## config.mk

```make
export PLATFORM = sky130hd
export DESIGN_NAME = fan_curve_speed_selector_unit
export DESIGN_NICKNAME = d
export VERILOG_FILES = /design/src/hdl/fcs_pkg.sv /design/src/hdl/fcs_alu.sv /design/src/hdl/fan_curve_speed_selector_unit.sv
export SDC_FILE = /design/constraint.sdc
export NUM_CORES = 1
export LEC_CHECK = 0
export ABC_AREA = 1
export BUFFER_PORTS_ARGS = -buffer_cell sky130_fd_sc_hd__buf_4
export CORE_ASPECT_RATIO = 1.1
export CORE_UTILIZATION = 50
export DETAILED_ROUTE_END_ITERATION = 7
export GPL_TIMING_DRIVEN = 0
export HOLD_SLACK_MARGIN = 0.05
export PLACE_DENSITY_LB_ADDON = 0.2
export SLEW_MARGIN = 20
export SYNTH_ARGS = -nofsm -noshare
export SYNTH_HDL_FRONTEND = slang
export SYNTH_SLANG_ARGS = --single-unit
```

## constraint.sdc

```tcl
create_clock -name clk -period 5 [get_ports clk]
set_input_delay 0.5 -clock clk [delete_from_list [all_inputs] [get_ports clk]]
set_output_delay 0.5 -clock clk [all_outputs]
set_load 0.02 [all_outputs]
```

## src/hdl/fcs_pkg.sv

```systemverilog
// ----------------------------------------------------------------------------
// fcs_pkg
// Shared types and constants of the fan curve speed selector.
// ----------------------------------------------------------------------------
package fcs_pkg;

  localparam int CURVE_DEPTH_DEF  = 64;
  localparam int WINDOW_DEPTH_DEF = 10;

  // running total width and shared unit width
  localparam int TOT_W = 11;
  localparam int UNIT_W = 12;

  localparam int CFG_IDX_W  = 3;
  localparam int CFG_DATA_W = 7;

  localparam logic [CFG_IDX_W-1:0] REG_WINDOW_COUNT = 3'd0;
  localparam logic [CFG_IDX_W-1:0] REG_CURVE_OFFSET = 3'd1;
  localparam logic [CFG_IDX_W-1:0] REG_HIGH_TEMP    = 3'd2;
  localparam logic [CFG_IDX_W-1:0] REG_LOW_TEMP     = 3'd3;
  localparam logic [CFG_IDX_W-1:0] REG_LOW_DELAY    = 3'd4;
  localparam logic [CFG_IDX_W-1:0] REG_CURVE_LENGTH = 3'd5;

  localparam logic [1:0] KIND_SAMPLE = 2'd0;
  localparam logic [1:0] KIND_LOAD   = 2'd1;
  localparam logic [1:0] KIND_CLEAR  = 2'd2;

  typedef struct packed {
    logic [1:0] kind;
    logic [6:0] temperature;
    logic [5:0] entry_index;
    logic [6:0] entry_speed;
  } in_item_t;

  typedef struct packed {
    logic [6:0] fan_speed;
    logic [1:0] wait_seconds;
    logic       forced_max;
  } out_item_t;

  typedef struct packed {
    logic              sub;
    logic [UNIT_W-1:0] a;
    logic [UNIT_W-1:0] b;
  } alu_req_t;

  typedef struct packed {
    logic [UNIT_W-1:0] res;
    logic              borrow;
  } alu_rsp_t;

endpackage

```

## src/hdl/fcs_alu.sv

```systemverilog
// ----------------------------------------------------------------------------
// fcs_alu
// Shared add / subtract unit with borrow flag.
// ----------------------------------------------------------------------------
module fcs_alu (
  input  fcs_pkg::alu_req_t req,
  output fcs_pkg::alu_rsp_t rsp
);
  import fcs_pkg::*;

  logic [UNIT_W:0] sum;

  assign sum = {1'b0, req.a} + {1'b0, req.b ^ {UNIT_W{req.sub}}}
             + {{UNIT_W{1'b0}}, req.sub};
  assign rsp.res    = sum[UNIT_W-1:0];
  assign rsp.borrow = req.sub & ~sum[UNIT_W];

endmodule

```

## src/hdl/fan_curve_speed_selector_unit.sv

```systemverilog
// ----------------------------------------------------------------------------
// fan_curve_speed_selector_unit
// Moving-average temperature to fan speed lookup through a loaded curve.
// ----------------------------------------------------------------------------
// Load and clear requests are handled in idle. A temperature sample runs
// through the drop, add, divide, offset, length, read and output states
// before its result is offered. The divide is an 11-step restoring divide of
// the running total by the sample count, all done on one shared add/subtract
// unit together with the total update and the index compares. The input is
// stalled while a sample is in work; a finished result waits in the output
// register, and a sample whose result finds that register still held waits
// in its last step. Curve table and sample ring are not cleared at reset, so
// there is no clearing pass.
module fan_curve_speed_selector_unit #(
  parameter int CURVE_DEPTH  = fcs_pkg::CURVE_DEPTH_DEF,
  parameter int WINDOW_DEPTH = fcs_pkg::WINDOW_DEPTH_DEF
) (
  input  logic                             clk,
  input  logic                             rst_n,
  input  logic                             in_valid,
  output logic                             in_stall,
  input  fcs_pkg::in_item_t                in_data,
  output logic                             out_valid,
  input  logic                             out_stall,
  output fcs_pkg::out_item_t               out_data,
  input  logic                             cfg_we,
  input  logic [fcs_pkg::CFG_IDX_W-1:0]    cfg_index,
  input  logic [fcs_pkg::CFG_DATA_W-1:0]   cfg_data
);
  import fcs_pkg::*;

  localparam int TW  = $clog2(CURVE_DEPTH);
  localparam int CW  = $clog2(WINDOW_DEPTH + 1);
  localparam int HW  = (WINDOW_DEPTH > 1) ? $clog2(WINDOW_DEPTH) : 1;
  localparam int BCW = $clog2(TOT_W);

  localparam logic [2:0] S_IDLE = 3'd0;
  localparam logic [2:0] S_DROP = 3'd1;
  localparam logic [2:0] S_ADD  = 3'd2;
  localparam logic [2:0] S_DIV  = 3'd3;
  localparam logic [2:0] S_OFF  = 3'd4;
  localparam logic [2:0] S_LEN  = 3'd5;
  localparam logic [2:0] S_RD   = 3'd6;
  localparam logic [2:0] S_OUT  = 3'd7;

  logic [3:0] win_cnt_r;
  logic [6:0] offset_r, high_r, low_r, length_r;
  logic [1:0] delay_r;

  logic [2:0]        state_r, state_nxt;
  logic [HW-1:0]     head_r, head_nxt;
  logic [CW-1:0]     count_r, count_nxt;
  logic [TOT_W-1:0]  total_r, total_nxt;
  logic [TOT_W-1:0]  div_r, div_nxt;
  logic [CW-1:0]     rem_r, rem_nxt;
  logic [BCW-1:0]    bit_r, bit_nxt;
  logic [UNIT_W-1:0] idx_r, idx_nxt;
  logic [6:0]        temp_r, temp_nxt;
  logic              drop_r, drop_nxt;
  logic              forced_r, forced_nxt;
  logic              out_valid_r, out_valid_nxt;
  out_item_t         out_data_r, out_data_nxt;

  logic [6:0] ring_mem [WINDOW_DEPTH];
  logic [6:0] ring_rd_r;
  logic [6:0] tbl_mem [CURVE_DEPTH];
  logic [6:0] tbl_rd_r;

  alu_req_t req;
  alu_rsp_t rsp;

  logic              in_acc;
  logic [3:0]        win_raw;
  logic [CW-1:0]     win_e;
  logic [6:0]        hi_e, off_e;
  logic [1:0]        dly_e;
  logic [UNIT_W-1:0] len_e, lenm1;
  logic [HW-1:0]     oldest;
  logic [CW:0]       old_sum;
  logic              drop_now;
  logic              tbl_we;
  logic [6:0]        spd_clamp;
  logic [CW:0]       trial;
  logic              out_load;

  fcs_alu u_alu (
    .req (req),
    .rsp (rsp)
  );

  // effective configuration
  always_comb begin
    win_raw = (win_cnt_r > 4'd10) ? 4'd7 : ((win_cnt_r == 4'd0) ? 4'd1 : win_cnt_r);
    win_e   = (int'(win_raw) > WINDOW_DEPTH) ? CW'(WINDOW_DEPTH) : CW'(win_raw);
    hi_e    = (high_r > 7'd100) ? 7'd100 : high_r;
    off_e   = (offset_r > 7'd80) ? 7'd80 : offset_r;
    dly_e   = (delay_r == 2'd1 || delay_r == 2'd2) ? delay_r : 2'd2;
    if (length_r < 7'd10) begin
      len_e = UNIT_W'(10);
    end else if (int'(length_r) > CURVE_DEPTH) begin
      len_e = UNIT_W'(CURVE_DEPTH);
    end else begin
      len_e = UNIT_W'(length_r);
    end
    lenm1 = len_e - UNIT_W'(1);
  end

  always_comb begin
    if ({1'b0, head_r} >= (CW+1)'(count_r)) begin
      old_sum = (CW+1)'(head_r) - (CW+1)'(count_r);
    end else begin
      old_sum = (CW+1)'(head_r) + (CW+1)'(WINDOW_DEPTH) - (CW+1)'(count_r);
    end
    oldest   = old_sum[HW-1:0];
    drop_now = (count_r >= win_e);
  end

  assign in_stall = (state_r != S_IDLE);
  assign in_acc   = in_valid && !in_stall;
  assign spd_clamp = (in_data.entry_speed > 7'd100) ? 7'd100 : in_data.entry_speed;
  assign tbl_we = in_acc && (in_data.kind == KIND_LOAD)
               && (UNIT_W'(in_data.entry_index) < UNIT_W'(CURVE_DEPTH));
  assign trial = {rem_r, div_r[TOT_W-1]};
  assign out_load = (state_r == S_OUT) && (!out_valid_r || !out_stall);

  // shared unit operand select
  always_comb begin
    req = '0;
    unique case (state_r)
      S_DROP: begin
        req.sub = 1'b1;
        req.a   = UNIT_W'(total_r);
        req.b   = drop_r ? UNIT_W'(ring_rd_r) : '0;
      end
      S_ADD: begin
        req.sub = 1'b0;
        req.a   = UNIT_W'(total_r);
        req.b   = UNIT_W'(temp_r);
      end
      S_DIV: begin
        req.sub = 1'b1;
        req.a   = UNIT_W'(trial);
        req.b   = UNIT_W'(count_r);
      end
      S_OFF: begin
        req.sub = 1'b1;
        req.a   = UNIT_W'(div_r);
        req.b   = UNIT_W'(off_e);
      end
      S_LEN: begin
        req.sub = 1'b1;
        req.a   = lenm1;
        req.b   = idx_r;
      end
      default: req = '0;
    endcase
  end

  always_comb begin
    state_nxt     = state_r;
    head_nxt      = head_r;
    count_nxt     = count_r;
    total_nxt     = total_r;
    div_nxt       = div_r;
    rem_nxt       = rem_r;
    bit_nxt       = bit_r;
    idx_nxt       = idx_r;
    temp_nxt      = temp_r;
    drop_nxt      = drop_r;
    forced_nxt    = forced_r;
    out_data_nxt  = out_data_r;
    out_valid_nxt = out_valid_r && out_stall;
    unique case (state_r)
      S_IDLE: begin
        if (in_acc) begin
          unique case (in_data.kind)
            KIND_SAMPLE: begin
              temp_nxt  = in_data.temperature;
              drop_nxt  = drop_now;
              state_nxt = S_DROP;
            end
            KIND_CLEAR: begin
              head_nxt  = '0;
              count_nxt = '0;
              total_nxt = '0;
            end
            default: ;
          endcase
        end
      end
      S_DROP: begin
        total_nxt = rsp.res[TOT_W-1:0];
        if (drop_r) begin
          count_nxt = count_r - CW'(1);
        end
        state_nxt = S_ADD;
      end
      S_ADD: begin
        total_nxt = rsp.res[TOT_W-1:0];
        div_nxt   = rsp.res[TOT_W-1:0];
        rem_nxt   = '0;
        bit_nxt   = '0;
        count_nxt = count_r + CW'(1);
        head_nxt  = (int'(head_r) == WINDOW_DEPTH - 1) ? '0 : head_r + HW'(1);
        state_nxt = S_DIV;
      end
      S_DIV: begin
        rem_nxt = rsp.borrow ? trial[CW-1:0] : rsp.res[CW-1:0];
        div_nxt = {div_r[TOT_W-2:0], ~rsp.borrow};
        bit_nxt = bit_r + BCW'(1);
        if (int'(bit_r) == TOT_W - 1) begin
          state_nxt = S_OFF;
        end
      end
      S_OFF: begin
        idx_nxt   = rsp.borrow ? '0 : rsp.res;
        state_nxt = S_LEN;
      end
      S_LEN: begin
        forced_nxt = rsp.borrow || (temp_r >= hi_e) || (temp_r == 7'd0);
        if (forced_nxt) begin
          idx_nxt = lenm1;
        end
        state_nxt = S_RD;
      end
      S_RD: begin
        state_nxt = S_OUT;
      end
      S_OUT: begin
        if (out_load) begin
          out_data_nxt.fan_speed    = tbl_rd_r;
          out_data_nxt.wait_seconds = (temp_r > low_r) ? 2'd1 : dly_e;
          out_data_nxt.forced_max   = forced_r;
          out_valid_nxt             = 1'b1;
          state_nxt                 = S_IDLE;
        end
      end
      default: state_nxt = S_IDLE;
    endcase
  end

  always_ff @(posedge clk) begin
    if (!rst_n) begin
      state_r     <= S_IDLE;
      head_r      <= '0;
      count_r     <= '0;
      total_r     <= '0;
      out_valid_r <= 1'b0;
      win_cnt_r   <= 4'd7;
      offset_r    <= 7'd30;
      high_r      <= 7'd92;
      low_r       <= 7'd72;
      delay_r     <= 2'd2;
      length_r    <= 7'd60;
    end else begin
      state_r     <= state_nxt;
      head_r      <= head_nxt;
      count_r     <= count_nxt;
      total_r     <= total_nxt;
      out_valid_r <= out_valid_nxt;
      if (cfg_we) begin
        unique case (cfg_index)
          REG_WINDOW_COUNT: win_cnt_r <= cfg_data[3:0];
          REG_CURVE_OFFSET: offset_r  <= cfg_data;
          REG_HIGH_TEMP:    high_r    <= cfg_data;
          REG_LOW_TEMP:     low_r     <= cfg_data;
          REG_LOW_DELAY:    delay_r   <= cfg_data[1:0];
          REG_CURVE_LENGTH: length_r  <= cfg_data;
          default: ;
        endcase
      end
    end
  end

  always_ff @(posedge clk) begin
    div_r      <= div_nxt;
    rem_r      <= rem_nxt;
    bit_r      <= bit_nxt;
    idx_r      <= idx_nxt;
    temp_r     <= temp_nxt;
    drop_r     <= drop_nxt;
    forced_r   <= forced_nxt;
    out_data_r <= out_data_nxt;
  end

  // sample ring
  always_ff @(posedge clk) begin
    if (state_r == S_ADD) begin
      ring_mem[head_r] <= temp_r;
    end
    ring_rd_r <= ring_mem[oldest];
  end

  // curve table
  always_ff @(posedge clk) begin
    if (tbl_we) begin
      tbl_mem[TW'(in_data.entry_index)] <= spd_clamp;
    end
    tbl_rd_r <= tbl_mem[idx_r[TW-1:0]];
  end

  assign out_valid = out_valid_r;
  assign out_data  = out_data_r;

  a_window_bounds: assert property (@(posedge clk) disable iff (!rst_n)
    (int'(count_r) <= WINDOW_DEPTH) && (int'(head_r) < WINDOW_DEPTH))
    else $error("sample window count or head out of range");

  a_index_in_curve: assert property (@(posedge clk) disable iff (!rst_n)
    (state_r == S_RD) |-> (idx_r <= lenm1))
    else $error("curve index past last valid entry");

  a_clear_window: assert property (@(posedge clk) disable iff (!rst_n)
    (in_acc && in_data.kind == KIND_CLEAR) |=> (count_r == '0 && total_r == '0))
    else $error("clear request left window state");

  a_result_source: assert property (@(posedge clk) disable iff (!rst_n)
    $rose(out_valid_r) |-> ($past(state_r) == S_OUT))
    else $error("result raised outside output step");

endmodule
```

==> results of run 1 <==
## area by class of cell
cell class | instances | area, um^2
multi-input cells | 1539 | 7750
plain buffers | 122 | 499
inverters | 123 | 462
well taps | 728 | 911
clock buffers | 83 | 1860
fillers | 4391 | 22700
repair buffers | 62 | 596
clock inverters | 37 | 315
flip-flops and latches | 639 | 18500
## cell families (layout without fill, tap and decap cells)
logic type,Yosys count,after routing,share of synthesized area
AOI/OAI and AO/OA,613,613,0.126
xor gates and xnor gates,16,16,0.00517
adders and majority gates,48,48,0.0235
buffers and inverters,245,427,0.0351
DFF,639,639,0.681
muxes,1,1,0.000369
other,1,1,0.000138
and+or+nand+nor,860,860,0.128
## Yosys cell counts, types with 3 or more instances
| library cell | n | area share |
|---|---|---|
| o21a_1 | 3 | 0.00083 |
| o21ai_0 | 334 | 0.062 |
| a31oi_1 | 15 | 0.0035 |
| ha_1 | 43 | 0.020 |
| inv_2 | 10 | 0.0014 |
| buf_2 | 21 | 0.0039 |
| o221ai_1 | 19 | 0.0061 |
| o211ai_1 | 11 | 0.0030 |
| o31ai_1 | 4 | 0.0011 |
| clkinv_1 | 3 | 0.00042 |
| nor2_1 | 437 | 0.060 |
| dfxtp_1 | 71 | 0.052 |
| nand2_1 | 273 | 0.038 |
| nand3_1 | 115 | 0.021 |
| inv_1 | 110 | 0.015 |
| xnor2_1 | 4 | 0.0013 |
| nand2_2 | 5 | 0.0012 |
| o2111ai_1 | 3 | 0.00097 |
| nand4_1 | 8 | 0.0018 |
| a21oi_1 | 79 | 0.015 |
| o21ai_1 | 6 | 0.0011 |
| clkbuf_1 | 97 | 0.013 |
| edfxtp_1 | 568 | 0.63 |
| nor3_1 | 8 | 0.0015 |
| nor4_1 | 3 | 0.00069 |
| or2_2 | 3 | 0.00069 |
| fa_1 | 5 | 0.0037 |
| nor2_4 | 3 | 0.0012 |
| xor2_1 | 12 | 0.0039 |
| o22ai_1 | 119 | 0.027 |
## routing by layer
| metal | global-route usage | wire (um) | part of all wire | vias to the layer above |
|---|---|---|---|---|
| met1 | 0.401 | 32900 | 0.38 | 9788 |
| met5 | 0 | 0 | 0 | - |
| met3 | 0.0535 | 7920 | 0.092 | 257 |
| met4 | 0.191 | 5230 | 0.060 | 0 |
| met2 | 0.511 | 40300 | 0.47 | 1172 |
| li1 | - | - | - | 8980 |
## worst register-to-register path, cell delays in order (launching register included)
cell       delay (ps)
edfxtp_1          470
inv_1             130
clkbuf_1          460
clkbuf_1          680
o2111ai_1         310
nand2_1           130
xor2_1            200
ha_1              310
nand3_1           150
nand2_1           110
a31oi_1           240
nand2_1           300
nand4_1           280
nand2_1            70
nand2_1           440
## how the worst min path moves through the flow
| stage | endpoint | slack (ps) |
|---|---|---|
| after global routing | out_valid$_SDFF_PN0_ | 160 |
| after detailed placement | out_data[9]$_DFFE_PP_ | 390 |
| after global placement | out_data[7]$_DFFE_PP_ | 390 |
| final | out_valid$_SDFF_PN0_ | 170 |
| after CTS | out_valid$_SDFF_PN0_ | 140 |
| after floorplan | out_data[3]$_DFFE_PP_ | 390 |
## state kept, by name, indices dropped and copies added, names as in the netlist, 7 cells and up
name       flops
ring_mem      70
idx_r         12
ring_rd_r      7
tbl_rd_r       7
div_r         11
tbl_mem      448
length_r       7
temp_r         7
high_r         7
low_r          7
total_r       11
out_data      10
offset_r       7
## metrics by stage
stage	TNS [ps]	std cells	power, mW	instance area [um^2]
after detailed placement	0	3206	12.6	28600
after floorplan	0	2423	10.1	27100
after CTS	0	3333	17.5	30900
after global placement	-11310	3199	12.5	28400
final	0	3333	17.6	30900
after global routing	0	3333	18.3	30900
## where the power goes
| part | switching [mW] | internal [mW] | total, mW |
|---|---|---|---|
| clock | 2.08 | 2.86 | 4.94 |
| combinational | 4.64 | 1.65 | 6.28 |
| sequential | 0.185 | 6.23 | 6.41 |
## what timing repair did
item | 4_1_cts | 5_1_grt
hold buffers | 7 | 0
endpoints found under the hold margin | 7 | 0
setup buffers | 0 | 0
==> reports/metrics.cfg, run 1 <==
[setup_path]
setup.worst_path.start_class=flip-flop
path_common_cell=nand2_1
crit_family=simple AND/OR/NAND/NOR gates
cp_num_buf_inv=3
rrSetupSlack_ps=340
critPathSlowestCell=clkbuf_1
crit_end=idx_r[5]$_DFFE_PP_
crit_chain=inv_1, clkbuf_1, clkbuf_1, o2111ai_1, nand2_1, xor2_1, ha_1, nand3_1, nand2_1, a31oi_1, nand2_1, nand4_1, nand2_1, nand2_1
reg2regPathDepth=14
end_kind=flip-flop
cp.arrival_ps=4900
slowest_delay_ps=680
cp-startpoint=idx_r[2]$_DFFE_PP_
r2r-start=idx_r[2]$_DFFE_PP_
path_class=flip-flop to flip-flop
r2r-end=idx_r[5]$_DFFE_PP_
cp_num_cells=14
cp.required_ps=5230
cp_max_fo=12

[placement]
place_hpwl_mm=58.2
gp_congestion=1.03
port_buffers=48
dpl_worst_slack_ps=460

[timing]
rsz0062_at_grt=no
setup_viol=0
worstMarginPinSlew_ps=1130
clock_skew_ps=16.9
slew-limit-headroom=0.243
finalHoldViolations=0
setup_ws_ps=337
whs_ps=172
period_share=0.933
fmax_mhz=214
fin_crit_ps=4660
slew_violations=0

[synthesis]
netlist_area_um2=27100
synthFlopType=edfxtp_1
postSynthCellCount=2423
yosysUniqueCellTypes=51
async_reset_ff_frac=0
ys_seq_elements=639
seq_area_frac_synth=0.681
synth.net_count=2508
avgSynthCellArea_um2=11.2
synth_edf_count=568
yosysWarnings=0

[power]
peakVddDrop_uv=431
power_density_nw_per_um2=571
p_leak_nw=10.6

[die]
die_h_um=246
die_w_um=224
start_util=0.506
pin_count=49
rows=89
core_um2=53600
die_area_um2=55200

[min_path]
hold_class=primary input to flip-flop
min_path_cells=3
min-delay-start=out_stall

[clock_tree]
cts_sinks=639
htreeDepth=3
cts-root-buf=clkbuf_16
clkLatencyLatePin_ps=620
numCtsBuffers=68
cts_buffer_depth=3
cts_tree=yes
path_clk_slew_ps=60
cts_resized=0

[drt]
final_antenna_net_count=0
routed_wl_mm=86.4
drt_pre_antenna_iters=7
route.detailed.drc=0
vias_per_cell=6.06
wire_per_inst_um=25.9
drt-initial-drc-count=2576
vias=20200

[layout]
final_common_cell=edfxtp_1
fin_nets=2640
n_antenna_cell=0
final_core_util=0.576
layout_common_cells=edfxtp_1, nor2_1, o21ai_0
layout-drive-gt1-share=0.0806
area_delta_synth_final_pct=13.8

[global_route]
grt_pass1_vias=19300
grt-ovfl-total=0
antenna_found_initial=1
grt_usage=0.316
grt_pass1_wl_mm=125
grt_max_degree=65

[run]
cap_violations=0

[run_status]
outcome=complete, no violations

(Power assumes the default switching activity.)
==> run 2, diff against run 1 <==
--- a/config.mk
+++ b/config.mk
@@ -9,6 +9,7 @@
 export BUFFER_PORTS_ARGS = -buffer_cell sky130_fd_sc_hd__buf_4
 export CORE_ASPECT_RATIO = 1.1
 export CORE_UTILIZATION = 50
+export CTS_BUF_LIST = sky130_fd_sc_hd__clkbuf_8 sky130_fd_sc_hd__clkbuf_16
 export DETAILED_ROUTE_END_ITERATION = 7
 export GPL_TIMING_DRIVEN = 0
 export HOLD_SLACK_MARGIN = 0.05
==> run 2 against run 1 <==
Worst setup slack improved by 6.5 ps. Worst hold slack lost 1.8 ps. Count of clock-buffer cells in the layout fell by 9. Critical path type unchanged.
==> reports/metrics.cfg, run 2 (same netlist as run 1, synthesis figures left out) <==
[run_status]
outcome=complete, no violations

[min_path]
hold_class=primary input to flip-flop

[timing]
fin_crit_ps=4660
fmax_mhz=215
setup_ws_ps=343
clock_skew_ps=16.9
rsz0062_at_grt=no
finalSetupTns_ps=0
setup_viol=0
finalHoldViolations=0
slew_violations=0
period_share=0.931
worstMarginPinSlew_ps=1130
slew-limit-headroom=0.242

[global_route]
grt_usage=0.316
antenna_found_initial=1
grt_max_degree=65
grt-ovfl-total=0
grt_pass1_vias=19300
grt_pass1_wl_mm=125

[layout]
area_delta_synth_final_pct=13.8
final_common_cell=edfxtp_1
n_antenna_cell=0
final_core_util=0.576
layout-drive-gt1-share=0.0806
layout_common_cells=edfxtp_1, nor2_1, o21ai_0
regMostFlops=tbl_mem
finalNonFillerCells=3333
fin_nets=2640
top_regs=tbl_mem (448), ring_mem (70), idx_r (12)
largest_reg_flops=448

[die]
rows=89
start_util=0.506
die_area_um2=55200
die_w_um=224
pin_count=49
core_um2=53600
die_h_um=246

[clock_tree]
cts-root-buf=clkbuf_16
cts_resized=0
htreeDepth=3
cts_buffer_depth=3
numCtsBuffers=68
path_clk_slew_ps=60
cts_sinks=639
clkLatencyLatePin_ps=620
cts_setup_buffers=0
cts_tree=yes
ctsHoldBuffers=7

[setup_path]
cp_max_fo=12
end_kind=flip-flop
path_class=flip-flop to flip-flop
setup.worst_path.start_class=flip-flop
cp.arrival_ps=4890
cp.required_ps=5240

[drt]
route.detailed.drc=0
final_antenna_net_count=0
drt-initial-drc-count=2566
routed_wl_mm=86.3
vias_per_cell=6.06
drt_pre_antenna_iters=8
vias=20200
wire_per_inst_um=25.9

[power]
fin_total_pwr_mw=17.6
p_leak_nw=10.7
power_density_nw_per_um2=571
peakVddDrop_uv=431

[placement]
place_hpwl_mm=58.2
dpl_worst_slack_ps=460
dp.cells=3206
port_buffers=48
gp_congestion=1.03

[run]
cap_violations=0

-- run 2: final timing paths --
check             depth (start not counted)  slack [ps]                     to           startpoint
setup / recovery                         14         340     idx_r[5]$_DFFE_PP_   idx_r[2]$_DFFE_PP_
hold / removal                            3         170   out_valid$_SDFF_PN0_            out_stall
setup reg to reg                         14         340     idx_r[5]$_DFFE_PP_   idx_r[2]$_DFFE_PP_
hold reg to reg                           0         400  out_data[9]$_DFFE_PP_  tbl_rd_r[6]$_DFF_P_
-- run 2: layer usage --
metal,vias up,GRT usage,share of wire,wire length (um)
met5,-,0,0,0
met1,9802,0.401,0.38,32800
li1,8983,-,-,-
met3,257,0.0535,0.092,7960
met4,0,0.191,0.061,5290
met2,1163,0.511,0.47,40200
-- run 2: per-stage QoR --
stage	hold slack [ps]	cell area, um^2
after detailed placement	389	28600
after floorplan	386	27100
after global placement	389	28400
after CTS	143	30900
final	170	30900
after global routing	156	30900
-- run 2: report_power, final --
group,internal (mW),total (mW),switching [mW]
clock,2.84,4.93,2.09
combinational,1.65,6.28,4.64
sequential,6.23,6.41,0.185
total,10.7,17.6,6.91
-- run 2: area by class of cell --
cell class                 instances  area (um^2)
fill                            4391        22700
sequential                       639        18500
multi-input combinational       1539         7750
clock buffer                      74         1830
tap                              728          911
timing repair buffer              62          596
buffer                           122          499
inverter                         123          462
clock inverter                    46          349
-- run 2: worst max-delay path: stages, from the launching register on --
cell	delay, ps
edfxtp_1	470
inv_1	130
clkbuf_1	480
clkbuf_1	660
o2111ai_1	300
nand2_1	130
xor2_1	200
ha_1	310
nand3_1	150
nand2_1	110
a31oi_1	240
nand2_1	300
nand4_1	280
nand2_1	70
nand2_1	440
